<file path="config.mk">
export PLATFORM = sky130hd
export DESIGN_NAME = four_channel_dma_controller
export DESIGN_NICKNAME = d
export VERILOG_FILES = /design/src/fcdma_pkg.sv /design/src/fcdma_chan.sv /design/src/fcdma_arb.sv /design/src/four_channel_dma_controller.sv
export SDC_FILE = /design/constraint.sdc
export NUM_CORES = 2
export LEC_CHECK = 0
export ABC_AREA = 1
export BUFFER_PORTS_ARGS = -buffer_cell sky130_fd_sc_hd__buf_2
export CAP_MARGIN = 40
export CORE_ASPECT_RATIO = 0.75
export CORE_MARGIN = 5
export CORE_UTILIZATION = 45
export CTS_CLUSTER_SIZE = 10
export DETAILED_ROUTE_END_ITERATION = 6
export SYNTH_ARGS = -nofsm -noshare
export SYNTH_HDL_FRONTEND = slang
export SYNTH_SLANG_ARGS = --single-unit
</file>
<file path="constraint.sdc">
create_clock -name clk -period 2.9 [get_ports clk]
set_input_delay 0.58 -clock clk [delete_from_list [all_inputs] [get_ports clk]]
set_output_delay 0.58 -clock clk [all_outputs]
set_load 0.01 [all_outputs]
</file>
<file path="src/fcdma_pkg.sv">
// shared types, constants and control-word layout for the four-channel dma controller
package fcdma_pkg;

  localparam int NUM_CH = 4;
  localparam int CH_W   = 2;
  localparam int ADDR_W = 32;
  localparam int DATA_W = 32;
  localparam int CNT_W  = 16;
  localparam int REM_W  = 17;
  localparam int KIND_W = 3;

  // request kinds
  typedef enum logic [KIND_W-1:0] {
    KIND_SRC  = 3'd0,
    KIND_DST  = 3'd1,
    KIND_CNT  = 3'd2,
    KIND_CTRL = 3'd3,
    KIND_TICK = 3'd4
  } kind_t;

  // control word bit positions
  localparam int CTL_DST_LSB = 5;
  localparam int CTL_SRC_LSB = 7;
  localparam int CTL_REPEAT  = 9;
  localparam int CTL_WIDE    = 10;
  localparam int CTL_TIM_LSB = 12;
  localparam int CTL_IRQ     = 14;
  localparam int CTL_ENABLE  = 15;

  // pointer control codes
  localparam logic [1:0] AC_INC    = 2'd0;
  localparam logic [1:0] AC_DEC    = 2'd1;
  localparam logic [1:0] AC_FIX    = 2'd2;
  localparam logic [1:0] AC_RELOAD = 2'd3;
  localparam logic [1:0] TIM_IMMED = 2'd0;

  localparam logic [REM_W-1:0]  ZCNT_LAST  = 17'h10000;
  localparam logic [REM_W-1:0]  ZCNT_OTHER = 17'h04000;
  localparam logic [ADDR_W-1:0] STEP_WORD  = 32'd4;
  localparam logic [ADDR_W-1:0] STEP_HALF  = 32'd2;

  typedef struct packed {
    logic              upd;
    logic              sel;
    logic [KIND_W-1:0] kind;
    logic [DATA_W-1:0] data;
  } chan_cmd_t;

  typedef struct packed {
    logic              run;
    logic              err;
    logic              en_nxt;
    logic              busy_nxt;
    logic              irq;
    logic              wide;
    logic [ADDR_W-1:0] src;
    logic [ADDR_W-1:0] dst;
  } chan_sts_t;

endpackage

</file>
<file path="src/fcdma_chan.sv">
// one dma channel: register file, working pointers, count and step update
module fcdma_chan (
  input  logic                        clk,
  input  logic                        rst_n,
  input  fcdma_pkg::chan_cmd_t        cmd,
  input  logic                        grant,
  input  logic [fcdma_pkg::REM_W-1:0] zero_cnt,
  output fcdma_pkg::chan_sts_t        sts
);
  import fcdma_pkg::*;

  logic [ADDR_W-1:0] src_latch_r, src_latch_nxt;
  logic [ADDR_W-1:0] dst_latch_r, dst_latch_nxt;
  logic [CNT_W-1:0]  cnt_r, cnt_nxt;
  logic [CNT_W-1:0]  ctrl_r, ctrl_nxt;
  logic [ADDR_W-1:0] sptr_r, sptr_nxt;
  logic [ADDR_W-1:0] dptr_r, dptr_nxt;
  logic [REM_W-1:0]  rem_r, rem_nxt;
  logic              busy_r, busy_nxt;

  logic [ADDR_W-1:0] step, sptr_step, dptr_step;
  logic [REM_W-1:0]  load_cnt, rem_dec;
  logic [1:0]        dc, sc, tim;
  logic              en, start, irq;

  always_comb begin
    en       = ctrl_r[CTL_ENABLE];
    tim      = ctrl_r[CTL_TIM_LSB +: 2];
    dc       = ctrl_r[CTL_DST_LSB +: 2];
    sc       = ctrl_r[CTL_SRC_LSB +: 2];
    start    = en && !busy_r && (tim == TIM_IMMED);
    step     = ctrl_r[CTL_WIDE] ? STEP_WORD : STEP_HALF;
    load_cnt = (cnt_r != '0) ? {1'b0, cnt_r} : zero_cnt;
    rem_dec  = rem_r - REM_W'(1);

    case (dc) inside
      AC_INC, AC_RELOAD: dptr_step = dptr_r + step;
      AC_DEC:            dptr_step = dptr_r - step;
      default:           dptr_step = dptr_r;
    endcase
    case (sc)
      AC_INC:  sptr_step = sptr_r + step;
      AC_DEC:  sptr_step = sptr_r - step;
      default: sptr_step = sptr_r;
    endcase

    src_latch_nxt = src_latch_r;
    dst_latch_nxt = dst_latch_r;
    cnt_nxt       = cnt_r;
    ctrl_nxt      = ctrl_r;
    sptr_nxt      = sptr_r;
    dptr_nxt      = dptr_r;
    rem_nxt       = rem_r;
    busy_nxt      = busy_r;
    irq           = 1'b0;

    if (cmd.upd) begin
      unique case (cmd.kind)
        KIND_TICK: begin
          busy_nxt = busy_r || start;
          if (grant) begin
            sptr_nxt = sptr_step;
            dptr_nxt = dptr_step;
            rem_nxt  = rem_dec;
            if (rem_dec == '0) begin
              busy_nxt = 1'b0;
              irq      = ctrl_r[CTL_IRQ];
              if (ctrl_r[CTL_REPEAT]) begin
                rem_nxt = load_cnt;
                if (dc == AC_RELOAD) dptr_nxt = dst_latch_r;
              end else begin
                ctrl_nxt[CTL_ENABLE] = 1'b0;
              end
            end
          end
        end
        KIND_SRC: if (cmd.sel) src_latch_nxt = cmd.data;
        KIND_DST: if (cmd.sel) dst_latch_nxt = cmd.data;
        KIND_CNT: if (cmd.sel) cnt_nxt = cmd.data[CNT_W-1:0];
        KIND_CTRL: begin
          if (cmd.sel) begin
            ctrl_nxt = cmd.data[CNT_W-1:0];
            // rising enable latches the working set
            if (!en && cmd.data[CTL_ENABLE]) begin
              sptr_nxt = src_latch_r;
              dptr_nxt = dst_latch_r;
              rem_nxt  = load_cnt;
            end
          end
        end
        default: ;
      endcase
    end
  end

  always_ff @(posedge clk) begin
    if (!rst_n) begin
      src_latch_r <= '0;
      dst_latch_r <= '0;
      cnt_r       <= '0;
      ctrl_r      <= '0;
      sptr_r      <= '0;
      dptr_r      <= '0;
      rem_r       <= '0;
      busy_r      <= 1'b0;
    end else begin
      src_latch_r <= src_latch_nxt;
      dst_latch_r <= dst_latch_nxt;
      cnt_r       <= cnt_nxt;
      ctrl_r      <= ctrl_nxt;
      sptr_r      <= sptr_nxt;
      dptr_r      <= dptr_nxt;
      rem_r       <= rem_nxt;
      busy_r      <= busy_nxt;
    end
  end

  always_comb begin
    sts.run      = busy_r || start;
    sts.err      = en && !busy_r && (tim != TIM_IMMED);
    sts.en_nxt   = ctrl_nxt[CTL_ENABLE];
    sts.busy_nxt = busy_nxt;
    sts.irq      = irq;
    sts.wide     = ctrl_r[CTL_WIDE];
    sts.src      = sptr_r;
    sts.dst      = dptr_r;
  end

endmodule

</file>
<file path="src/fcdma_arb.sv">
// fixed priority pick: lowest-numbered running channel wins
module fcdma_arb (
  input  logic [fcdma_pkg::NUM_CH-1:0] req,
  output logic [fcdma_pkg::NUM_CH-1:0] grant,
  output logic [fcdma_pkg::CH_W-1:0]   idx,
  output logic                         any
);
  import fcdma_pkg::*;

  always_comb begin
    idx = '0;
    for (int i = NUM_CH - 1; i >= 0; i--) begin
      if (req[i]) idx = CH_W'(i);
    end
    any   = |req;
    grant = any ? (NUM_CH'(1) << idx) : '0;
  end

endmodule

</file>
<file path="src/four_channel_dma_controller.sv">
// top level of the four-channel dma controller: request/result registers and channel array
//
// usage:
//   the in_ channel carries one request per item: a register write
//   (source, destination, count or control of in_channel) or a tick.
//   on a tick every enabled idle channel with immediate start timing
//   begins running, and the lowest-numbered running channel issues one
//   halfword or word transfer; the consumer does the copy itself from
//   out_src_addr to out_dst_addr.
//   every request produces exactly one result on the out_ channel.
// pipeline:
//   a request is held in the input register, where the channel state and
//   the result are computed combinationally; the result is then captured in
//   the result register. one request per cycle is accepted while out_ready
//   stays high.
// reset:
//   synchronous, active low; all channel registers clear, all channels idle
//   and both pipeline registers empty.
// stall:
//   while out_ready is low a held result keeps its value; the input register
//   still takes one more request, then in_ready drops until the result drains.
module four_channel_dma_controller (
  input  logic                         clk,
  input  logic                         rst_n,
  input  logic                         in_valid,
  output logic                         in_ready,
  input  logic [fcdma_pkg::KIND_W-1:0] in_kind,
  input  logic [fcdma_pkg::CH_W-1:0]   in_channel,
  input  logic [fcdma_pkg::DATA_W-1:0] in_data_value,
  output logic                         out_valid,
  input  logic                         out_ready,
  output logic                         out_xfer_valid,
  output logic [fcdma_pkg::CH_W-1:0]   out_xfer_channel,
  output logic [fcdma_pkg::ADDR_W-1:0] out_src_addr,
  output logic [fcdma_pkg::ADDR_W-1:0] out_dst_addr,
  output logic                         out_wide,
  output logic [fcdma_pkg::NUM_CH-1:0] out_irq_bits,
  output logic                         out_start_error,
  output logic                         out_any_enabled,
  output logic                         out_any_running
);
  import fcdma_pkg::*;

  // input register: holds the request being processed
  logic              in_vld_r, in_vld_nxt;
  logic [KIND_W-1:0] kind_r;
  logic [CH_W-1:0]   chan_r;
  logic [DATA_W-1:0] data_r;

  // result register
  logic              out_vld_r, out_vld_nxt;
  logic              xfer_r, wide_r, err_r, en_any_r, run_any_r;
  logic [CH_W-1:0]   xch_r;
  logic [ADDR_W-1:0] src_r, dst_r;
  logic [NUM_CH-1:0] irq_r;

  logic              adv, take, tick, xfer;
  chan_cmd_t         cmd [NUM_CH];
  chan_sts_t         sts [NUM_CH];
  logic [NUM_CH-1:0] run_vec, err_vec, en_vec, busy_vec, irq_vec, grant;
  logic [CH_W-1:0]   gidx;
  logic              gany;

  // the request in the input register moves on when the result slot is free
  assign adv      = in_vld_r && (!out_vld_r || out_ready);
  assign in_ready = !in_vld_r || adv;
  assign take     = in_valid && in_ready;
  assign tick     = (kind_r == KIND_TICK);

  always_comb begin
    in_vld_nxt = in_vld_r;
    if (take)     in_vld_nxt = 1'b1;
    else if (adv) in_vld_nxt = 1'b0;
    out_vld_nxt = out_vld_r;
    if (adv)            out_vld_nxt = 1'b1;
    else if (out_ready) out_vld_nxt = 1'b0;
  end

  always_ff @(posedge clk) begin
    if (!rst_n) begin
      in_vld_r  <= 1'b0;
      out_vld_r <= 1'b0;
    end else begin
      in_vld_r  <= in_vld_nxt;
      out_vld_r <= out_vld_nxt;
    end
  end

  always_ff @(posedge clk) begin
    if (take) begin
      kind_r <= in_kind;
      chan_r <= in_channel;
      data_r <= in_data_value;
    end
  end

  // channel array; the last channel treats a zero count as the long count
  for (genvar i = 0; i < NUM_CH; i++) begin : g_ch
    always_comb begin
      cmd[i].upd  = adv;
      cmd[i].sel  = (chan_r == CH_W'(i));
      cmd[i].kind = kind_r;
      cmd[i].data = data_r;
    end

    fcdma_chan u_chan (
      .clk      (clk),
      .rst_n    (rst_n),
      .cmd      (cmd[i]),
      .grant    (grant[i]),
      .zero_cnt ((i == NUM_CH - 1) ? ZCNT_LAST : ZCNT_OTHER),
      .sts      (sts[i])
    );

    assign run_vec[i]  = sts[i].run;
    assign err_vec[i]  = sts[i].err;
    assign en_vec[i]   = sts[i].en_nxt;
    assign busy_vec[i] = sts[i].busy_nxt;
    assign irq_vec[i]  = sts[i].irq;
  end

  // grant is only acted on for ticks; channels gate it with the request kind
  fcdma_arb u_arb (
    .req   (run_vec),
    .grant (grant),
    .idx   (gidx),
    .any   (gany)
  );

  assign xfer = tick && gany;

  // result capture; transfer fields read zero when nothing moved
  always_ff @(posedge clk) begin
    if (adv) begin
      xfer_r    <= xfer;
      xch_r     <= xfer ? gidx : '0;
      src_r     <= xfer ? sts[gidx].src : '0;
      dst_r     <= xfer ? sts[gidx].dst : '0;
      wide_r    <= xfer && sts[gidx].wide;
      irq_r     <= irq_vec;
      err_r     <= tick && (|err_vec);
      en_any_r  <= |en_vec;
      run_any_r <= |busy_vec;
    end
  end

  assign out_valid        = out_vld_r;
  assign out_xfer_valid   = xfer_r;
  assign out_xfer_channel = xch_r;
  assign out_src_addr     = src_r;
  assign out_dst_addr     = dst_r;
  assign out_wide         = wide_r;
  assign out_irq_bits     = irq_r;
  assign out_start_error  = err_r;
  assign out_any_enabled  = en_any_r;
  assign out_any_running  = run_any_r;

endmodule

</file>
==> summary.txt <==
Synthesis
  – Register bit count reported by yosys: 802
  – Ys async rst share: 0
  – Synth Instances: about 7300
  – Cell variety after synth: 70
  – Synth top area share: 0.286
  – Ys flop type: dfxtp_1
  – Sequential element share of the synthesized area: 0.355
  – Top post-synthesis cells by area: dfxtp_1, nand2_1, nor2_1
  – Post-synth EDFFs: between 100 and 150
  – Avg Cell Area, Syn: 6.65 um2
  – Mapped cell area: between 0.04 and 0.05 mm2
  – Synthesis warning total: 0
  – Area leader, netlist: dfxtp_1
  – Mapped Nets: 7471

Drt
  – Vias per inst: around 5.7
  – Routed Antenna Nets: 0
  – WL final: roughly 200 mm
  – DRC Markers: 4
  – Pre-Repair DR Iteration Count: 7
  – Number of DRC markers in iteration 0: 6191
  – Vias: 50800
  – Wirelength per Cell: 22.1 um

Setup path
  – Critical path, cell by cell: inv_1 > nand2_1 > inv_2 > buf_12 > ha_1 > nand2_1 > nor2_1 > inv_1 > nor4_1 > nand3_1 > nand3b_1 > nand3_1 > nand2_1 > a21oi_1
  – CP Class: reg -> reg
  – Startpoint types: flip-flop
  – Worst EP arrival: 3.31 ns
  – CP delay by family, top: simple AND/OR/NAND/NOR gates
  – Required @ worst endpoint: 3.46 ns
  – Worst path slowest cell: ha_1
  – CP bufs+invs: 4
  – Worst-path maximum fanout: 22
  – CP max stage delay: slightly below 0.4 ns
  – Most used cell, CP: nand2_1
  – CP Capture Type: flip-flop

Power and ir drop
  – Pwr dens: 470 mW/mm2
  – Max VDD drop: approximately 0.5 mV
  – Leakage: 23.7 nW
  – Pwr Total: 0.0256 W

Timing
  – Fin Hold WS: ~0.06 ns
  – Max Slew Vio Count: 0
  – Tightest Pin Transition: between 0.8 and 0.9 ns
  – Hold Violations, Final: 0
  – Relative slew margins: 0.426
  – Highest clock rate: 0.363 GHz
  – Worst Skew: 0.0292 ns
  – Final setup violation count: 0
  – Final min period: 2.75 ns
  – Post-layout worst setup margin: 0.148 ns
  – Fin crit share: 0.949

CTS
  – Hold_buf cts: 0
  – Clk Tree Root Cell: clkbuf_16
  – Sink Count: roughly 800
  – Register clock-pin slew on the reported worst setup and hold paths: roughly 0.06 ns
  – CTS Buf Count: 93
  – CTS tree: done
  – Worst skew pair latency: 0.70 ns
  – Max Buffers Root-to-Sink: 3
  – H-tree levels: 3

Placement
  – DP HPWL: 143 mm
  – Placed Cells: 8693
  – Input/output buffers: 117
  – Place WS: 0.0137 ns
  – Gpl congestion: 0.987

Floorplanning
  – Boundary Pins: around 120
  – Die footprint: 0.114 mm2
  – Starting Density: 0.452
  – Rows: 104
  – CORE AREA: 0.107 mm2
  – Horiz. Die Dim: 388 um
  – Die Y: 294 um

Final layout
  – Fill count: ~11000
  – Layout cells sized above 1: 0.0879
  – Fin util: 0.510
  – Fin cells: a little under 9000
  – # nets final: 7568
  – Area growth, synth to finish: 12.8%

Worst hold path
  – Worst Hold Class: in -> reg

Job
  – Max Cap Viol: 0

Global route
  – Antenna violations before repair: 11
  – Largest net degree at the start of global routing: 170
  – Tot GR Track Use: 0.328
  – Grt ovf: 0
  – First-pass GRT wire length: 290 mm
  – Number of global-route vias before repair: 45000

Outcome
  – Status: complete, but fails checks
  – Failing checks: design-rule violations
-- layer usage --
layer  global-route usage  part of all wire
met1                0.518              0.47
met2                0.435              0.38
met3               0.0968              0.13
met4               0.0620             0.019
met5                    0           0.00044
-- cell usage after synthesis, types with 6 or more instances --
cell,instances
nand4_1,96
o21ai_0,778
xnor2_1,32
dfxtp_1,690
o21a_1,9
o31ai_1,10
nand2_1,1494
ha_1,156
nor4_1,34
edfxtp_1,112
nor2_2,23
o21ai_1,33
a21o_1,17
a21oi_1,666
nand2_2,19
buf_4,7
a211oi_1,14
a21boi_0,9
a31oi_1,115
buf_6,11
clkbuf_1,295
o211ai_1,83
nand3b_1,22
fa_1,8
or2_2,18
inv_1,613
nor2_1,1133
buf_2,41
inv_2,17
o21bai_1,38
o22ai_1,10
buf_1,32
clkinv_1,6
nand3_1,317
xor2_1,156
nor3_1,81
-- through the flow --
step | setup TNS, ns | cell area, um2
6_report | 0 | 54500
2_1_floorplan | 0 | 48300
3_5_place_dp | 0 | 51600
3_3_place_gp | 0 | 51500
4_1_cts | 0 | 54300
5_1_grt | -0.0131 | 54500
-- worst paths after layout --
kind,startpoint,to,slack (ns),cells past startpoint
worst max-delay path,g_ch[1].u_chan.ctrl_r[8]$_SDFFE_PN0P_,g_ch[1].u_chan.sptr_r[31]$_SDFFE_PN0P_,0.15,14
worst min-delay path,in_data_value[11],data_r[11]$_DFFE_PP_,0.06,1
worst max register to register,g_ch[1].u_chan.ctrl_r[8]$_SDFFE_PN0P_,g_ch[1].u_chan.sptr_r[31]$_SDFFE_PN0P_,0.15,14
worst min register to register,g_ch[2].u_chan.dst_latch_r[11]$_SDFFE_PN0P_,g_ch[2].u_chan.dptr_r[11]$_SDFFE_PN0P_,0.45,2
-- layout make-up --
class                           count  area (um2)  share of cell area
Antenna cell                        6        15.0            0.000275
Clock inverter                     10         109             0.00200
Clock buffer                      136        2550              0.0468
Sequential cell                   802       17200               0.315
Multi-Input combinational cell   5437       27300               0.501
Inverter                          637        2410              0.0442
Tap cell                         1431        1790              0.0329
Timing Repair Buffer              392        3160              0.0579
-- where the power goes --
| group | switching (W) | internal [W] |
|---|---|---|
| combinational | 0.00201 | 0.000863 |
| sequential | 0.000314 | 0.0115 |
| clock | 0.00486 | 0.00611 |
| total | 0.00718 | 0.0185 |
-- registers in the layout (all words and copies together), names as in the netlist, 2 cells and up --
register                 flops
g_ch.u_chan.src_latch_r    128
g_ch.u_chan.sptr_r         128
g_ch.u_chan.ctrl_r          40
g_ch.u_chan.dptr_r         128
out_xfer_channel             2
g_ch.u_chan.cnt_r           64
out_irq_bits                 4
out_src_addr                32
g_ch.u_chan.dst_latch_r    128
g_ch.u_chan.rem_r           68
out_dst_addr                32
data_r                      32
chan_r                       2
kind_r                       3
g_ch.u_chan.busy_r           4
-- cell families after synthesis --
group,after synthesis,synth area share
AND/OR/NAND/NOR,3265,0.279
AO/OA/AOI/OAI,1817,0.204
buffers and inverters,1027,0.0837
flip-flops,802,0.355
XOR/XNOR,188,0.0341
adder cells (fa/ha/maj),164,0.0437
multiplexers,3,0.000621
-- cell usage in the layout (no fill, tap or decap), types with 96 or more instances in the layout --
master and instances:
o21ai_0 769, edfxtp_1 112, nand4_1 96, ha_1 153, a31oi_1 115, inv_1 604
a21oi_1 661, buf_4 236, nor2_1 1117, nand2_1 1486, xor2_1 154, dfxtp_1 690
buf_2 116, nand3_1 313
-- repair_timing --
action                     4_1_cts  5_1_grt
buffers inserted                 0        5
gates resized for setup          1       54
setup endpoints to repair        1      144
pin swaps                        0        6
No activity file was read; power rests on OpenSTA's default activity.
